--- src/rtl/register_memory_taint_tracker_top_defines.svh ---
// assertion helpers used by the taint tracker back end (rmtt_back)
`ifndef REGISTER_MEMORY_TAINT_TRACKER_TOP_DEFINES_SVH
`define REGISTER_MEMORY_TAINT_TRACKER_TOP_DEFINES_SVH

// antecedent implies consequent in the same cycle
`define RMTT_ASSERT_NOW(name, ante, cons) \
  name: assert property (@(posedge clk) disable iff (rst) (ante) |-> (cons)) \
    else $error("rmtt check failed");

// antecedent implies consequent in the next cycle
`define RMTT_ASSERT_NEXT(name, ante, cons) \
  name: assert property (@(posedge clk) disable iff (rst) (ante) |=> (cons)) \
    else $error("rmtt check failed");

`endif

--- src/rtl/rmtt_pkg.sv ---
package rmtt_pkg;

  localparam int ADDR_W = 48;
  localparam int REG_W  = 5;
  localparam int MASK_W = 28;
  localparam int NUM_TRACKED = 28;

  localparam logic [ADDR_W-1:0] LIB_RESET = 48'h070000000000;

  localparam logic [2:0] ACT_MARK  = 3'd0;
  localparam logic [2:0] ACT_LOAD  = 3'd1;
  localparam logic [2:0] ACT_STORE = 3'd2;
  localparam logic [2:0] ACT_MOVE  = 3'd3;
  localparam logic [2:0] ACT_USE   = 3'd4;

  localparam logic [3:0] TWO_OPERANDS = 4'd2;

  localparam logic [1:0] RK_READ   = 2'd0;
  localparam logic [1:0] RK_WRITE  = 2'd1;
  localparam logic [1:0] RK_FOLLOW = 2'd2;
  localparam logic [1:0] RK_SPREAD = 2'd3;

  typedef enum logic [2:0] {
    OP_MARK,
    OP_LOAD,
    OP_STORE,
    OP_MOVE,
    OP_USE
  } op_t;

  typedef struct packed {
    op_t               op;
    logic [ADDR_W-1:0] ia;
    logic [ADDR_W-1:0] ma;
    logic [REG_W-1:0]  pr;
    logic [REG_W-1:0]  wr;
  } item_t;

  // register code and the narrower codes after it in its group
  function automatic logic [MASK_W-1:0] span_of(input logic [REG_W-1:0] r);
    logic [REG_W-1:0]  last;
    logic [MASK_W-1:0] s;
    if (r <= 5'd5) last = 5'd5;
    else if (r <= 5'd10) last = 5'd10;
    else if (r <= 5'd15) last = 5'd15;
    else if (r <= 5'd20) last = 5'd20;
    else if (r <= 5'd24) last = 5'd24;
    else last = 5'd28;
    for (int i = 0; i < MASK_W; i++) begin
      s[i] = (r != '0) && (r <= 5'(NUM_TRACKED)) &&
             (i + 1 >= int'(r)) && (i + 1 <= int'(last));
    end
    return s;
  endfunction

  function automatic logic is_tainted(input logic [MASK_W-1:0] mask,
                                      input logic [REG_W-1:0] r);
    logic t;
    t = 1'b0;
    if (r != '0 && r <= 5'(NUM_TRACKED)) t = mask[5'(r - 5'd1)];
    return t;
  endfunction

endpackage

--- src/rtl/rmtt_queue.sv ---
module rmtt_queue
  import rmtt_pkg::*;
(
  input  logic  clk,
  input  logic  rst,
  input  logic  push,
  input  item_t push_item,
  input  logic  pop,
  output item_t head,
  output logic  not_empty,
  output logic  full
);

  item_t      slots [2];
  logic       wr_ptr;
  logic       rd_ptr;
  logic [1:0] count;

  assign not_empty = (count != 2'd0);
  assign full      = (count == 2'd2);
  assign head      = slots[rd_ptr];

  always_ff @(posedge clk) begin
    if (push) slots[wr_ptr] <= push_item;
  end

  always_ff @(posedge clk) begin
    if (rst) begin
      wr_ptr <= 1'b0;
      rd_ptr <= 1'b0;
      count  <= 2'd0;
    end else begin
      if (push) wr_ptr <= ~wr_ptr;
      if (pop) rd_ptr <= ~rd_ptr;
      case ({push, pop})
        2'b10:   count <= count + 2'd1;
        2'b01:   count <= count - 2'd1;
        default: count <= count;
      endcase
    end
  end

endmodule

--- config.mk ---
export PLATFORM = sky130hd
export DESIGN_NAME = rmtt_queue
export DESIGN_NICKNAME = d
export VERILOG_FILES = /design/src/rtl/register_memory_taint_tracker_top_defines.svh /design/src/rtl/rmtt_pkg.sv /design/src/rtl/rmtt_queue.sv
export SDC_FILE = /design/constraint.sdc
export NUM_CORES = 1
export LEC_CHECK = 0
export ABC_AREA = 0
export BUFFER_PORTS_ARGS = -buffer_cell sky130_fd_sc_hd__buf_2
export CAP_MARGIN = 15
export CORE_UTILIZATION = 30
export CTS_CLUSTER_DIAMETER = 200
export DETAILED_ROUTE_END_ITERATION = 10
export GPL_TIMING_DRIVEN = 1
export PLACE_DENSITY = 0.51
export SETUP_SLACK_MARGIN = 0.1
export SLEW_MARGIN = 20
export SYNTH_ARGS = -nofsm -noshare
export SYNTH_HDL_FRONTEND = slang
export SYNTH_SLANG_ARGS = --single-unit
--- constraint.sdc ---
create_clock -name clk -period 6.6 [get_ports clk]
set_clock_uncertainty 0.1 [all_clocks]
set_input_delay 0 -clock clk [delete_from_list [all_inputs] [get_ports clk]]
set_output_delay 0 -clock clk [all_outputs]
set_load 0.005 [all_outputs]
==> run metrics, run 1 <==
clk_lat worst skew about 0.50 ns; reg2reg end slots[1][9]; cell count after synthesis approximately 360; worst slew pin tran around 0.80 ns; via/cell ratio about 4.2; Starting Density a little under a third; CP peak stage delay 0.83 ns; Worst-path clk slew ~0.060 ns; # diodes 0; drt first pass iters 7; HP Start push_item[60]; Std-Cell Rows 59; RSZ-0062 raised after global routing no; worst-case clock buffer depth 3; worst hold slack between 0.1 and 0.15 ns; register area 0.00665 mm2; final slew viol count 0; routed len/inst between 15 and 20 um; layout net count roughly 830; Die ar. 0.0277 mm2; maximum VDD drop between 150 and 200 uV; flops & latches, synth around 220; PortBufs 223; Synthesized Nets between 400 and 500; Crit path max-delay family buffers and inverters; setup TNS 0 ns; RD Place Congestion about 0.7; post-DP HPWL roughly 10 mm; post-CTS setup buffers 0; Reg2Reg Depth 2; Setup violations, final 0; Min-Delay Path Class in2reg; H-tree depth 1; total gr overflow 0; max cap viols 0; TritonCTS clock tree yes; number of global-route vias before repair roughly 5000; critical-path cell list buf_4 -> mux2_2 -> buf_2; status complete, but fails checks; FF-to-FF setup slack around 4.2 ns; Critical Path AT 2.75 ns; crit path max-delay cell type dfxtp_4; routed vias about 4500; area of the multi-input gates between 0.001 and 0.0015 mm2; Die W about 170 um; Netlist cell types 17; Final Cycle Share a little over two fifths; Mapped Area between 0.008 and 0.009 mm2; Period minus WS final 2.85 ns; leakage around 4.3 nW; WHS Endpoint slots[1][60]; final WL about 16 mm; crit end category output port; failing checks DRC; Area Growth Syn to Fin 42.6%; num ports 224; # DRC 16; largest net degree at the start of global routing 57; RR Startpoint wr_ptr; CTS Buf Count 25; final hold viol count 0; Critical Setup Path Class reg2out; first-pass GRT wire length 25.3 mm; Post-DRT Antenna Nets 0; Worst EP required around 6.5 ns; crit path max fanout 56; Bufs and invs on worst path 2; Die Span Y roughly 170 um; Cell Pwr Density roughly 290 mW/mm2; Max-slew headroom ~47%; Syn Area/Cell about 22 um2; clock sinks 223; Filler cells 2327; YS warnings 0; crit start category flop; post-synthesis sequential area ratio between 80% and 90%; Hold Path Depth 2; Max Fclk roughly 350 MHz; Root Driver clkbuf_16; Global Route Usage Sum between 10% and 20%; Initial DRC Count between 150 and 200; core box area 0.0263 mm2; share of layout cells above drive strength 1 around half; initial antenna violation count 0
cell families after synthesis:
group	Yosys count	synth area share, %
flops	223	82.1
fa+ha+maj	1	0.154
xor+xnor	4	0.433
buf+inv	13	1.02
mux	109	15.6
compound gates	2	0.123
simple gates	9	0.572
cells in the final DEF (no fill, tap or decap), types with 2 or more instances in the layout:
cell	n
buf_2	223
buf_4	4
bufinv_16	3
clkbuf_16	25
clkinv_1	2
clkinv_2	7
clkinvlp_4	4
dfxtp_1	4
dlygate4sd3_1	115
edfxtp_1	218
mux2_2	99
mux2_4	10
nor2_1	4
xnor2_1	3
state kept, by name (all words and copies together), names as in the netlist, named ones only:
signal / cells
count: 2
rd_ptr: 1
slots: 218
wr_ptr: 1
Yosys cell counts:
| master | count | area (um2) |
|---|---|---|
| a21oi_1 | 1 | 5.00 |
| and2_1 | 1 | 6.26 |
| and2b_2 | 1 | 8.76 |
| buf_2 | 9 | 45.0 |
| buf_6 | 3 | 33.8 |
| dfxtp_1 | 5 | 100 |
| edfxtp_1 | 218 | 6550 |
| ha_1 | 1 | 12.5 |
| inv_1 | 1 | 3.75 |
| mux2_2 | 99 | 1110 |
| mux2_4 | 10 | 150 |
| nor2_1 | 5 | 18.8 |
| o21ai_0 | 1 | 5.00 |
| or2_2 | 1 | 6.26 |
| or3_1 | 1 | 6.26 |
| xnor2_1 | 3 | 26.3 |
| xor2_1 | 1 | 8.76 |
worst max-delay path by stage:
stage               slack, ns           end  cells past startpoint  startpoint
floorplan                1.06   slots[0][0]                      1      wr_ptr
global placement         4.25   slots[1][9]                      2      wr_ptr
detailed placement       4.18  slots[1][17]                      2      wr_ptr
CTS                      3.69      head[59]                      3        flop
global route             3.56      head[59]                      3        flop
finish                   3.75       head[3]                      3        flop
power by group:
part | switching, mW | leakage, nW | total, mW | internal (mW)
Clock | 0.524 | 0.386 | 1.33 | 0.804
Sequential | 0.0318 | 2.09 | 1.69 | 1.65
Combinational | 0.151 | 1.88 | 0.353 | 0.202
final cells by class:
type,count,area share (%)
Sequential cell,223,57.6
Multi-Input combinational cell,125,11.9
Clock buffer,25,5.42
Clock inverter,17,1.48
Tap cell,335,3.63
Timing Repair Buffer,342,19.9
Inverter,1,0.0325
metal layers:
layer	wire length, um	GRT usage (%)
met3	1250	3.62
met4	461	3.42
met1	6510	13.2
met5	0	0
met2	7930	20.1
through the flow:
stage	util (%)	cells	cell area [um2]	setup slack, ns	power (mW)
after floorplan	-	361	8100	1.06	1.87
after global placement	36.5	911	9600	4.25	2.01
after detailed placement	36.5	911	9600	4.18	2.02
after CTS	43.9	1068	11500	3.69	3.42
after global routing	43.9	1068	11500	3.56	3.50
final	43.9	1068	11500	3.75	3.37
repair_timing:
action	4_1_cts	5_1_grt
hold endpoints to repair	240	0
hold buffers	115	0
resized for setup	0	0
endpoints found under the setup margin	0	0
No activity file was read; power rests on OpenSTA's default activity.
==> run 2: changes to the inputs <==
--- a/config.mk
+++ b/config.mk
@@ -12,7 +12,7 @@
 export CTS_CLUSTER_DIAMETER = 200
 export DETAILED_ROUTE_END_ITERATION = 10
 export GPL_TIMING_DRIVEN = 1
-export PLACE_DENSITY = 0.51
+export PLACE_DENSITY = 0.53
 export SETUP_SLACK_MARGIN = 0.1
 export SLEW_MARGIN = 20
 export SYNTH_ARGS = -nofsm -noshare
==> constraint.sdc (replaced) <==
create_clock -name clk -period 2.29 [get_ports clk]
set_clock_uncertainty 0.1 [all_clocks]
set_input_delay 0 -clock clk [delete_from_list [all_inputs] [get_ports clk]]
set_output_delay 0 -clock clk [all_outputs]
set_load 0.005 [all_outputs]
==> run 2 against run 1 <==
Effect of this change:
- sequential cell count is the same
- cell area is 0.94% higher
- the flow still finishes with violations (DRC)
- critical endpoint is now head[1]
- via count rose by 2.3%
- largest cell class unchanged
- total power grew to 3.0 times the previous value
- routed wire length up 7.1%
- die area is the same
- clock power rose to 3.1 times the previous value
- combinational power grew to 3.1 times the previous value
- clock-buffer cell count unchanged
- sequential power grew to 2.9 times the previous value
- utilization increased by 0.41 points
- global-route usage is 0.90 points higher
==> run metrics, run 2 (synthesized netlist as in run 1, its figures left out) <==
final hold viol count 0; worst slew pin tran 0.655 ns; Final Cycle Share between 80% and 90%; post-route setup slack between 0.3 and 0.4 ns; TritonCTS clock tree yes; RR Startpoint wr_ptr; DR top layer met4; Critical Path AT 1.86 ns; Initial DRC Count around 220; Largest regs slots x218, count x2; Max-slew headroom between 50 and 60%; PortBufs between 200 and 250; routed vias 4600; most flop-heavy register slots; RD Place Congestion about 0.70; core box area around 0.026 mm2; initial antenna violation count 0; Starting Density 30.8%; worst slack, placed 0.703 ns; crit path max fanout 18; final WL between 15 and 20 mm; Die W around 170 um; reg2reg end slots[1][49]; CTS resizes 0; clock sinks between 200 and 250; cell count after placement roughly 920; worst hold slack approximately 0.042 ns; final slew viol count 0; # DRC 13; Routed met2 length ~8.9 mm; failing checks DRC; Setup violations, final 0; Critical Setup Path Class reg2out; Die Span Y approximately 170 um; Layout Cells excl Fill between 1000 and 1500; # diodes 0; Tot Pwr between 9 and 10 mW; post-DP HPWL 10.5 mm; largest net degree at the start of global routing between 60 and 70; Die ar. approximately 0.028 mm2; CTS Buf Count 24; Cell Pwr Density 857 mW/mm2; most frequent cells in the layout buf_2 (223), edfxtp_1 (218), dlygate4sd3_1 (112); Std-Cell Rows between 50 and 60; H-tree depth 1; Max Fclk about 510 MHz; Area Growth Syn to Fin 43.9%; leakage approximately 4.4 nW; num ports 224; max cap viols 0; number of flip-flops in the largest register approximately 220; most common cell after layout, fill and taps aside buf_2; share of layout cells above drive strength 1 52.2%; Root Driver clkbuf_16; met3 WL ~1.3 mm; RSZ-0062 raised after global routing no; routed len/inst approximately 16 um; worst-case clock buffer depth 3; Critical Path End head[1]; total gr overflow 0; crit end category output port; FF-to-FF setup slack slightly above 0.7 ns; clk_lat worst skew ~0.5 ns; Worst-path clk slew ~0.060 ns; first-pass GRT wire length around 27 mm; setup TNS 0 ns; crit start category flop; Min-Delay Path Class in2reg; number of global-route vias before repair 5147; Post-DRT Antenna Nets 0; Period minus WS final slightly below 2 ns; status complete, but fails checks; maximum VDD drop roughly 450 uV; drt first pass iters 7; Filler cells between 2000 and 2500; Reg2Reg Depth 2; Worst EP required around 2.2 ns; met1 wire length between 6 and 7 mm; via/cell ratio ~4.3; layout net count 833; Global Route Usage Sum 12.3%
## run 2: final cells by class
class | count | area, um2 | area share, %
sequential | 223 | 6650 | 57.1
timing repair buffer | 344 | 2360 | 20.2
multi-input combinational | 125 | 1380 | 11.8
clock buffer | 25 | 626 | 5.37
tap | 335 | 419 | 3.60
clock inverter | 19 | 218 | 1.87
inverter | 1 | 3.75 | 0.0322
## run 2: worst max-delay path, stage by stage (launching register included)
cell     delay [ns]
dfxtp_4        0.50
buf_4          0.33
mux2_2         0.38
buf_2          0.13
## run 2: worst min-delay path by stage
stage,from,to,depth (start not counted)
after floorplan,rst,wr_ptr,1
after global placement,push_item[36],slots[0][36],1
after detailed placement,push_item[64],slots[0][64],1
after CTS,push,count[0],5
after global routing,push,count[0],5
final,push,count[0],5
## run 2: timing repair
item                                    4_1_cts  5_1_grt
buffers inserted                              0        1
endpoints found under the hold margin       223        0
endpoints found under the setup margin        0        1
hold buffers                                112        0
## run 2: per-stage QoR
stage	util [%]	area [um2]
floorplan	-	8110
global placement	36.8	9680
detailed placement	36.8	9680
CTS	44.3	11600
global route	44.3	11700
finish	44.3	11700
## run 2: routing by layer
layer  vias up  global-route usage, %
met2       158                   22.5
met5         -                      0
met1      2257                   14.0
li1       2156                      -
met4         0                   3.46
met3        29                   3.34
## run 2: power breakdown
part,internal [mW],switching (mW)
clock network,2.54,1.55
registers,4.76,0.0684
logic,0.602,0.476
