==> config.mk <==
export PLATFORM = sky130hd
export DESIGN_NAME = rmtt_front
export DESIGN_NICKNAME = d
export VERILOG_FILES = /design/src/rtl/register_memory_taint_tracker_top_defines.svh /design/src/rtl/rmtt_pkg.sv /design/src/rtl/rmtt_front.sv
export SDC_FILE = /design/constraint.sdc
export NUM_CORES = 1
export LEC_CHECK = 0
export BUFFER_PORTS_ARGS = -buffer_cell sky130_fd_sc_hd__buf_2
export CAP_MARGIN = 40
export CORE_AREA = 2 2 87 89
export DETAILED_ROUTE_END_ITERATION = 10
export DIE_AREA = 0 0 89 91
export SETUP_SLACK_MARGIN = 0.02
export SLEW_MARGIN = 20
export SYNTH_ARGS = -nofsm -noshare
export SYNTH_HDL_FRONTEND = slang
export SYNTH_SLANG_ARGS = --single-unit
==> constraint.sdc <==
create_clock -name vclk -period 0.9
set_input_delay 0.045 -clock vclk [all_inputs]
set_output_delay 0.045 -clock vclk [all_outputs]
set_load 0.05 [all_outputs]
==> src/rtl/register_memory_taint_tracker_top_defines.svh <==
// assertion helpers used by the taint tracker back end (rmtt_back)
`ifndef REGISTER_MEMORY_TAINT_TRACKER_TOP_DEFINES_SVH
`define REGISTER_MEMORY_TAINT_TRACKER_TOP_DEFINES_SVH

// antecedent implies consequent in the same cycle
`define RMTT_ASSERT_NOW(name, ante, cons) \
  name: assert property (@(posedge clk) disable iff (rst) (ante) |-> (cons)) \
    else $error("rmtt check failed");

// antecedent implies consequent in the next cycle
`define RMTT_ASSERT_NEXT(name, ante, cons) \
  name: assert property (@(posedge clk) disable iff (rst) (ante) |=> (cons)) \
    else $error("rmtt check failed");

`endif

==> src/rtl/rmtt_pkg.sv <==
package rmtt_pkg;

  localparam int ADDR_W = 48;
  localparam int REG_W  = 5;
  localparam int MASK_W = 28;
  localparam int NUM_TRACKED = 28;

  localparam logic [ADDR_W-1:0] LIB_RESET = 48'h070000000000;

  localparam logic [2:0] ACT_MARK  = 3'd0;
  localparam logic [2:0] ACT_LOAD  = 3'd1;
  localparam logic [2:0] ACT_STORE = 3'd2;
  localparam logic [2:0] ACT_MOVE  = 3'd3;
  localparam logic [2:0] ACT_USE   = 3'd4;

  localparam logic [3:0] TWO_OPERANDS = 4'd2;

  localparam logic [1:0] RK_READ   = 2'd0;
  localparam logic [1:0] RK_WRITE  = 2'd1;
  localparam logic [1:0] RK_FOLLOW = 2'd2;
  localparam logic [1:0] RK_SPREAD = 2'd3;

  typedef enum logic [2:0] {
    OP_MARK,
    OP_LOAD,
    OP_STORE,
    OP_MOVE,
    OP_USE
  } op_t;

  typedef struct packed {
    op_t               op;
    logic [ADDR_W-1:0] ia;
    logic [ADDR_W-1:0] ma;
    logic [REG_W-1:0]  pr;
    logic [REG_W-1:0]  wr;
  } item_t;

  // register code and the narrower codes after it in its group
  function automatic logic [MASK_W-1:0] span_of(input logic [REG_W-1:0] r);
    logic [REG_W-1:0]  last;
    logic [MASK_W-1:0] s;
    if (r <= 5'd5) last = 5'd5;
    else if (r <= 5'd10) last = 5'd10;
    else if (r <= 5'd15) last = 5'd15;
    else if (r <= 5'd20) last = 5'd20;
    else if (r <= 5'd24) last = 5'd24;
    else last = 5'd28;
    for (int i = 0; i < MASK_W; i++) begin
      s[i] = (r != '0) && (r <= 5'(NUM_TRACKED)) &&
             (i + 1 >= int'(r)) && (i + 1 <= int'(last));
    end
    return s;
  endfunction

  function automatic logic is_tainted(input logic [MASK_W-1:0] mask,
                                      input logic [REG_W-1:0] r);
    logic t;
    t = 1'b0;
    if (r != '0 && r <= 5'(NUM_TRACKED)) t = mask[5'(r - 5'd1)];
    return t;
  endfunction

endpackage

==> src/rtl/rmtt_front.sv <==
module rmtt_front
  import rmtt_pkg::*;
(
  input  logic              in_valid,
  output logic              in_ready,
  input  logic [2:0]        action,
  input  logic [ADDR_W-1:0] instruction_address,
  input  logic [ADDR_W-1:0] mem_address,
  input  logic [3:0]        operand_count,
  input  logic [REG_W-1:0]  primary_register,
  input  logic [REG_W-1:0]  written_register,
  input  logic              q_full,
  input  logic              clearing,
  output logic              push,
  output item_t             item
);

  logic effective;
  op_t  op;

  assign in_ready = !q_full && !clearing;

  // events that cannot change state or report are dropped here
  always_comb begin
    effective = 1'b0;
    op        = OP_USE;
    unique case (action)
      ACT_MARK: begin
        effective = 1'b1;
        op        = OP_MARK;
      end
      ACT_LOAD: begin
        effective = (operand_count == TWO_OPERANDS);
        op        = OP_LOAD;
      end
      ACT_STORE: begin
        effective = (operand_count == TWO_OPERANDS);
        op        = OP_STORE;
      end
      ACT_MOVE: begin
        effective = (operand_count == TWO_OPERANDS) && (written_register != '0);
        op        = OP_MOVE;
      end
      ACT_USE: begin
        effective = 1'b1;
        op        = OP_USE;
      end
      default: effective = 1'b0;
    endcase
  end

  assign push    = in_valid && in_ready && effective;
  assign item.op = op;
  assign item.ia = instruction_address;
  assign item.ma = mem_address;
  assign item.pr = primary_register;
  assign item.wr = written_register;

endmodule

==> results.md, run 1 <==
* Failing checks: negative setup slack
* Pre-CTS WS at -0.4022 ns
* Cell taking the most area after synthesis: buf_4
* Multi-input logic area at 73.82 um^2
* Post-synthesis cell type count at 9
* HP Start: mem_address[0]
* Final setup margin at -0.3098 ns
* Lkg Pwr at 0.1347 nW
* Crit path required time at 0.85 ns
* P&R area growth vs syn at -58.02%
* Placed Cells at 134
* Synthesized Nets at 232
* Largest net degree at the start of global routing at 5
* Detail Route Antenna Nets at 0
* Fillers at 874
* Worst slew margin at 83.72%
* Final Cycle Share at 134.4%
* CP max FO at 1
* Initial DRC Count at 7
* Max-Cap Viols at 0
* Vias in the first global route at 401
* Xor-xnor portion of the synthesized cell area at 0%
* Final sequential cell count at 0
* GRT Overall Usage at 5.608%
* Critical Path Max Stage Delay at 0.54 ns
* Port Buf Inserts at 25
* Routed len/inst at 19.19 um
* Post-Synthesis Cells at 116
* DRC violations left at 0
* Fmax at 826.6 MHz
* CP Launch Point: operand_count[0]
* # setup viols final at 1
* Row Count at 31
* Unrepaired setup endpoints after global routing: true
* Core Util, Final at 5.049%
* Die area at 8099 um^2
* Largest family of logic cells by synthesized area: buffers and inverters
* DIE HEIGHT at 91 um
* Compound-gate portion of the synthesized area at 0.7289%
* Vias per Instance at 2.607
* CP startpoint kind: input port
* Top cells by area, synth: buf_4 (93%), nor2b_1 (1.5%), or4b_1 (1.2%), and4_1 (1.0%), nor4b_1 (1.0%)
* Multiplexer area fraction after synthesis at 0%
* Final worst path period need at 1.210 ns
* Hold buffers post-CTS at 0
* Initial antenna violation count at 2
* Critical Path End Type: output port
* Syn_area_per_cell at 7.399 um^2
* HP Class: input port to output port
* Core area at 7137 um^2
* Total power at 171.8 uW
* Global route overflow at 0
* CLK BUF at 0
* Routed WL at 2590 um
* Sequential area share after synthesis at 0%
* Area share of the largest cell type after synthesis at 92.71%
* Power density cells at 476.6 nW/um^2
* CP arrival at 1.16 ns
* Worst-Margin Slew at 0.2408 ns
* Routability congestion estimate at 0.6720
* Synth Area in Adders at 0%
* Setup TNS at -0.3098 ns
* Initial Util at 12.03%
* Crit path to: push
* Post-Syn Area at 858.3 um^2
* Slew Limit Fails at 0
* Kind of critical path: input port to output port
* Cell Chain, Critical Path: buf_6, or4b_4, o22ai_2, and4_4, buf_12
* Max IR drop VDD at 0.03603 mV
* Die width at 89 um
* Outcome: finished, violations left
* Commonest cells in the synthesized netlist: buf_4 (106), nor2_1 (2), nor2b_1 (2)
* Placed inst area at 335.3 um^2
* Final hold viol count at 0
* Fin nets at 153
* Fin Hold WS at 0.09002 ns
* Share of cells above drive strength 1 at 85.71%
* Register area at 0 um^2
* I/O pins at 227
* Critical Path Slowest Stage Cell: or4b_4
* Fin area at 360.3 um^2
* Finished Layout Cells at 135
* Yosys warning count at 0
* Top-count cell post-synth: buf_4
* Drt first pass iters at 2
* Simple-gate share of the synthesized area at 6.122%
* First-pass GRT wire length at 3077 um
* Post-CTS setup buffers at 0
* DR vias at 352
## report_power, final
group          leakage, nW  switching (mW)  internal [mW]
logic                0.135           0.113         0.0590
registers                0               0              0
clock network   0.00000634               0    0.000000149
## kinds of logic after synthesis
logic type,count (synthesis)
AND/OR/NAND/NOR,8
AO/OA/AOI/OAI,1
buffers and inverters,107
## worst max-delay path: cells and delay by family
| kind | cells | cell delay, ns |
|---|---|---|
| simple gates | 2 | 0.78 |
| buf+inv | 2 | 0.23 |
| compound gates | 1 | 0.10 |
## per-layer routing
| layer | vias to the layer above | wire [um] | track usage, % |
|---|---|---|---|
| met5 | - | 0 | 0 |
| met4 | 0 | 453 | 8.706 |
| met3 | 64 | 806 | 6.545 |
| met2 | 78 | 895 | 6.965 |
| met1 | 120 | 435 | 2.940 |
| li1 | 90 | - | - |
## repair_timing
action,in CTS,in global routing
pin swaps,1,1
setup endpoints to repair,1,1
resized for setup,3,1
endpoints found under the hold margin,0,0
## worst min path at each step
stage               end  cells past startpoint  slack, ns
6_report       item[10]                      0       0.09
5_1_grt        item[61]                      0       0.09
4_1_cts        item[16]                      0       0.09
3_5_place_dp   item[16]                      0       0.09
3_3_place_gp   item[16]                      0       0.09
2_1_floorplan  in_ready                      1       0.19
## cell type report
cell class / count / share of cell area, %
Antenna cell: 1 / 0.6944
Multi-Input combinational cell: 9 / 20.49
Tap cell: 99 / 34.38
Timing Repair Buffer: 26 / 44.44
## cell usage in the layout, fill, tap and decap left out, drive strengths merged
master,instances
o22ai,1
or4b,1
nand3,1
nor2b,2
buf,26
nor2,2
nor4b,1
diode,1
and4,1
Note: power is estimated with default switching activity, not from simulation.
==> run 2: changes to the inputs <==
--- a/config.mk
+++ b/config.mk
@@ -5,11 +5,12 @@
 export SDC_FILE = /design/constraint.sdc
 export NUM_CORES = 1
 export LEC_CHECK = 0
+export ABC_AREA = 1
 export BUFFER_PORTS_ARGS = -buffer_cell sky130_fd_sc_hd__buf_2
 export CAP_MARGIN = 40
-export CORE_AREA = 2 2 87 89
+export CORE_AREA = 2 2 88 90
 export DETAILED_ROUTE_END_ITERATION = 10
-export DIE_AREA = 0 0 89 91
+export DIE_AREA = 0 0 90 92
 export SETUP_SLACK_MARGIN = 0.02
 export SLEW_MARGIN = 20
 export SYNTH_ARGS = -nofsm -noshare
==> results.md, run 2 <==
* Most frequent cells in the layout: buf_2 (24), nor2_1 (9), inv_1 (8), nand2_1 (7)
* Post-Synthesis Cells at 133 (+15%)
* Worst slew margin at 81.52% (-2.2 points)
* Vias per Instance at 2.569 (-1.5%)
* Kind of critical path: input port to output port
* Sequential area share after synthesis at 0% (unchanged)
* Slew Limit Fails at 0 (unchanged)
* Outcome: completed
* CP max FO at 1 (unchanged)
* First-pass GRT wire length at 2635 um (-14%)
* Pre-CTS WS at 0.05304 ns (+0.4553 ns)
* Lkg Pwr at 0.1745 nW (+30%)
* Final hold viol count at 0 (unchanged)
* CP startpoint kind: input port
* Hold depth at 0 (unchanged)
* Max-Cap Viols at 0 (unchanged)
* Post-Syn Area at 900.9 um^2 (+5.0%)
* Power density cells at 471.1 nW/um^2 (-1.2%)
* DR vias at 393 (+12%)
* Final worst path period need at 0.7945 ns (-0.4153 ns)
* Routability congestion estimate at 0.4929 (-27%)
* Routed len/inst at 13.44 um (-30%)
* Final Cycle Share at 88.28% (-46 points)
* Drt first pass iters at 2 (unchanged)
* # setup viols final at 0 (-1)
* Global route overflow at 0 (unchanged)
* Detail Route Antenna Nets at 0 (unchanged)
* HP Class: input port to output port
* Cell taking the most area after synthesis: buf_4
* Setup TNS at 0 ns (+0.3098 ns)
* Multi-input logic area at 73.82 um^2 (unchanged)
* Fmax at 1259 MHz (+52%)
* Commonest cells in the synthesized netlist: buf_4 (106), nor2_1 (10), inv_1 (8)
* Fillers at 908 (+3.9%)
* Antenna diodes at 0 (-1)
* Final setup margin at 0.1055 ns (+0.4153 ns)
* Row Count at 32 (+3.2%)
* Fin nets at 169 (+10%)
* Post-CTS setup buffers at 0 (unchanged)
* Hold EP: item[19]
* Synthesized Nets at 249 (+7.3%)
* Hold buffers post-CTS at 0 (unchanged)
* P&R area growth vs syn at -60.14%
* Port Buf Inserts at 25 (unchanged)
* Crit path required time at 0.85 ns (about the same)
* Cell mode on critical path: nor2_1
* GRT Overall Usage at 4.284% (-1.3 points)
* CLK BUF at 0 (unchanged)
* Yosys warning count at 0 (unchanged)
* Cell Chain, Critical Path: buf_2, nor2_1, nand2_1, nor2_1, nor2_1, nor2_2, buf_4
* Core Util, Final at 4.822% (-0.23 points)
* Critical Path End Type: output port
* Syn_area_per_cell at 6.773 um^2 (-8.5%)
* Worst-Margin Slew at 0.2792 ns (+0.03838 ns)
* Initial Util at 12.10% (+0.070 points)
* Critical Path Max Stage Delay at 0.19 ns (-0.35 ns)
* Max IR drop VDD at 0.04676 mV (+30%)
* Largest net degree at the start of global routing at 5 (unchanged)
* Routed WL at 2057 um (-21%)
* Total power at 169.2 uW (-1.5%)
* Final sequential cell count at 0 (unchanged)
* DIE HEIGHT at 92 um (+1.1%)
* Vias in the first global route at 436 (+8.7%)
* Initial DRC Count at 1 (-6)
* DRC violations left at 0 (unchanged)
* Unrepaired setup endpoints after global routing: false
* I/O pins at 227 (unchanged)
* Core area at 7447 um^2 (+4.3%)
* HP Start: mem_address[9]
* Register area at 0 um^2 (unchanged)
* Post-synthesis cell type count at 6 (-3)
* Cts repair resizes at 0 (-3)
* Top cells by area, synth: buf_4 (88%), nor2_1 (4.2%), inv_1 (3.3%), nand2_1 (2.9%), nor3b_1 (0.83%)
* Dpl hpwl at 1821 um
* Top-count cell post-synth: buf_4
* Critical Path Slowest Stage Cell: buf_4
* Die area at 8280 um^2 (+2.2%)
* Area share of the largest cell type after synthesis at 88.33% (-4.4 points)
* Initial antenna violation count at 0 (-2)
* Die width at 90 um (+1.1%)
* Commonest non-fill, non-tap cell in the layout: buf_2
* Share of cells above drive strength 1 at 50.98% (-35 points)
* CP arrival at 0.75 ns (-0.41 ns)
## run 2: cell count changes in the layout (fill, tap and decap cells not counted), sizes merged
cell   before  now
inv         0    8
nor2        2   10
nand2       0    7
nor2b       2    0
and4        1    0
buf        26   25
diode       1    0
nand3       1    0
nor3b       0    1
nor4b       1    0
o22ai       1    0
or4b        1    0
## run 2: worst max path at each step
| stage | slack (ns) | depth (start not counted) | start | to |
|---|---|---|---|---|
| floorplan | 0.13 | 5 | operand_count[0] | push |
| global placement | 0.1 | 7 | action[2] | push |
| CTS | 0.05 | 7 | operand_count[0] | push |
| global route | 0.02 | 7 | operand_count[0] | push |
| finish | 0.11 | 7 | operand_count[0] | push |
| detailed placement | 0.05 | 7 | operand_count[0] | push |
## run 2: layout make-up
cell class	instances	area share (%)
Multi-Input combinational cell	18	20.56
Timing Repair Buffer	25	35.54
Tap cell	102	35.54
Inverter	8	8.362
## run 2: through the flow
step           hold slack, ns  area, um^2  cells
2_1_floorplan          0.2571       903.4    133
3_3_place_gp          0.09034       356.6    153
3_5_place_dp          0.09034       356.6    153
4_1_cts               0.09034       356.6    153
5_1_grt               0.09007       359.1    153
6_report              0.09002       359.1    153
## run 2: where the power goes
part           switching [mW]  total (mW)  internal (mW)
Sequential                  0           0              0
Clock                       0           0              0
Combinational           0.120       0.169         0.0489
Total                   0.120       0.169         0.0489
## run 2: logic make-up after synthesis
family                 Yosys count  share of synthesized area (%)
and+or+nand+nor                 18                          7.918
buffers and inverters          115                          92.08
## run 2: worst max-delay path: cells and delay by family
family / cells / cell delay (ns)
simple gates: 5 / 0.41
buf+inv: 2 / 0.29
## run 2: metal layers
layer  routed length (um)  vias up  track usage (%)
met5                    0        -                0
met4                  338        0            7.692
met3                  368       48            2.547
met2                 1011       86            7.707
met1                  337      138            1.637
li1                     -      121                -
==> run 3: changes to the inputs <==
--- a/config.mk
+++ b/config.mk
@@ -6,11 +6,11 @@
 export NUM_CORES = 1
 export LEC_CHECK = 0
 export ABC_AREA = 1
-export BUFFER_PORTS_ARGS = -buffer_cell sky130_fd_sc_hd__buf_2
 export CAP_MARGIN = 40
-export CORE_AREA = 2 2 88 90
+export CORE_AREA = 2 2 87 89
 export DETAILED_ROUTE_END_ITERATION = 10
-export DIE_AREA = 0 0 90 92
+export DIE_AREA = 0 0 89 91
+export DONT_BUFFER_PORTS = 1
 export SETUP_SLACK_MARGIN = 0.02
 export SLEW_MARGIN = 20
 export SYNTH_ARGS = -nofsm -noshare
==> constraint.sdc (replaced) <==
create_clock -name vclk -period 0.9
set_input_delay 0.135 -clock vclk [all_inputs]
set_output_delay 0.135 -clock vclk [all_outputs]
set_load 0.05 [all_outputs]
==> results.md, run 3 (synthesis gave the netlist of run 2 again) <==
* Outcome: completed
* Initial Util at 12.62% (+0.53 points)
* Global route overflow at 0 (unchanged)
* Clock power frac at 0% (unchanged)
* DR vias at 308 (-22%)
* Max IR drop VDD at 0.01789 mV (-62%)
* Post-CTS setup buffers at 0 (unchanged)
* Initial DRC Count at 1 (unchanged)
* Total power at 81.33 uW (-52%)
* # setup viols final at 0 (unchanged)
* Worst slew margin at 90.26% (+8.7 points)
* Slew Limit Fails at 0 (unchanged)
* Detail Route Antenna Nets at 0 (unchanged)
* Register area at 0 um^2 (unchanged)
* Internal Power at 29.16 uW (-40%)
* Fin area at 305.3 um^2 (-15%)
* Antenna diodes at 0 (unchanged)
* Critical Path End Type: output port
* Cell Chain, Critical Path: nor2_4, nand2_2, nor2_2, nor2_2, nor2_4, buf_12
* Final worst path period need at 0.8138 ns (+0.01929 ns)
* Fin nets at 148 (-12%)
* First-pass GRT wire length at 1690 um (-36%)
* Fillers at 868 (-4.4%)
* Critical Path Max Stage Delay at 0.14 ns (-0.05 ns)
* Switching Fraction at 64.15% (-7.0 points)
* Finished Layout Cells at 129 (-16%)
* HP Start: mem_address[2]
* Initial antenna violation count at 0 (unchanged)
* Sequential power share at 0% (unchanged)
* Kind of critical path: input port to output port
* P&R area growth vs syn at -66.11%
* Crit path required time at 0.76 ns (-0.09 ns)
* Drt first pass iters at 4 (+2)
* Worst-Margin Slew at 0.1455 ns (-0.1337 ns)
* Port Buf Inserts at 0 (-100%)
* Hold buffers post-CTS at 0 (unchanged)
* Row Count at 31 (-3.1%)
* CP max FO at 1 (unchanged)
* Setup TNS at 0 ns (unchanged)
* CP arrival at 0.68 ns (-0.07 ns)
* Core area at 7137 um^2 (-4.2%)
* Placed Cells at 129 (-16%)
* GRT Overall Usage at 2.986% (-1.3 points)
* Die area at 8099 um^2 (-2.2%)
* Unrepaired setup endpoints after global routing: true
* Final sequential cell count at 0 (unchanged)
* Core Util, Final at 4.278% (-0.54 points)
* Vias per Instance at 2.388 (-7.0%)
* I/O pins at 227 (unchanged)
* Power density cells at 266.4 nW/um^2 (-43%)
* Dpl hpwl at 1340 um (-26%)
* Die width at 89 um (-1.1%)
* Hold EP: item[12]
* Most frequent cells in the layout: inv_1 (8), nor2_2 (5), nand2_1 (5), nor2_1 (3), buf_4 (3)
* Hold depth at 0 (unchanged)
* Routed len/inst at 12.30 um (-8.5%)
* Fmax at 1229 MHz (-2.4%)
* Routability congestion estimate at 0.4437 (-10%)
* DIE HEIGHT at 91 um (-1.1%)
* Vias in the first global route at 287 (-34%)
* Placed inst area at 282.8 um^2 (-21%)
* Largest net degree at the start of global routing at 5 (unchanged)
* Critical Path Slowest Stage Cell: buf_12
* DRC violations left at 0 (unchanged)
* Max-Cap Viols at 0 (unchanged)
* Lkg Pwr at 0.09930 nW (-43%)
* Switch Pwr at 52.17 uW (-57%)
* Combinational power share at 100.0% (about the same)
* Share of cells above drive strength 1 at 46.67% (-4.3 points)
* Final setup margin at 0.08622 ns (-0.01929 ns)
* Final Cycle Share at 90.42% (+2.1 points)
* Pre-CTS WS at -0.01009 ns (-0.06313 ns)
* HP Class: input port to output port
* Routed WL at 1587 um (-23%)
* CP startpoint kind: input port
* Commonest non-fill, non-tap cell in the layout: inv_1
* Fin Hold WS at 0.2700 ns (+0.1800 ns)
* CLK BUF at 0 (unchanged)
* Final hold viol count at 0 (unchanged)
-- run 3: changes by cell type in the layout (fill, tap and decap cells not counted), sizes merged --
cell / delta
buf: -21
-- run 3: critical path, delay by kind of cell --
family | cells | cell delay, ns
buffers and inverters | 1 | 0.14
AND/OR/NAND/NOR | 5 | 0.39
-- run 3: what timing repair did --
action | CTS | global route
pin swaps | 0 | 2
endpoints found under the setup margin | 1 | 1
resized for setup | 1 | 6
-- run 3: layout make-up --
class                      instances  area, um^2  area share, %
tap                               99       123.9          40.57
multi-input combinational         18       108.9          35.66
timing repair buffer               4       42.54          13.93
inverter                           8       30.03          9.836
-- run 3: worst max path at each step --
stage	start	endpoint	slack (ns)
after detailed placement	operand_count[0]	push	-0.01
after floorplan	operand_count[0]	push	0.08
after CTS	operand_count[0]	push	0.03
after global routing	operand_count[0]	push	0.02
after global placement	operand_count[0]	push	-0.01
final	operand_count[0]	push	0.09
-- run 3: metal layers --
| layer | track usage, % | wire, um | part of all wire, % | vias to the layer above |
|---|---|---|---|---|
| met5 | 0 | 0 | 0 | - |
| met2 | 5.224 | 690 | 43 | 70 |
| li1 | - | - | - | 79 |
| met4 | 6.219 | 334 | 21 | 0 |
| met1 | 0.5988 | 219 | 14 | 111 |
| met3 | 1.727 | 342 | 22 | 48 |
-- run 3: power by group through the flow --
stage          logic (mW)  registers (mW)  clock network [mW]
2_1_floorplan        1.33               0                   0
3_3_place_gp       0.0745               0                   0
3_5_place_dp       0.0760               0                   0
4_1_cts            0.0768               0                   0
5_1_grt            0.0900               0                   0
6_report           0.0813               0                   0
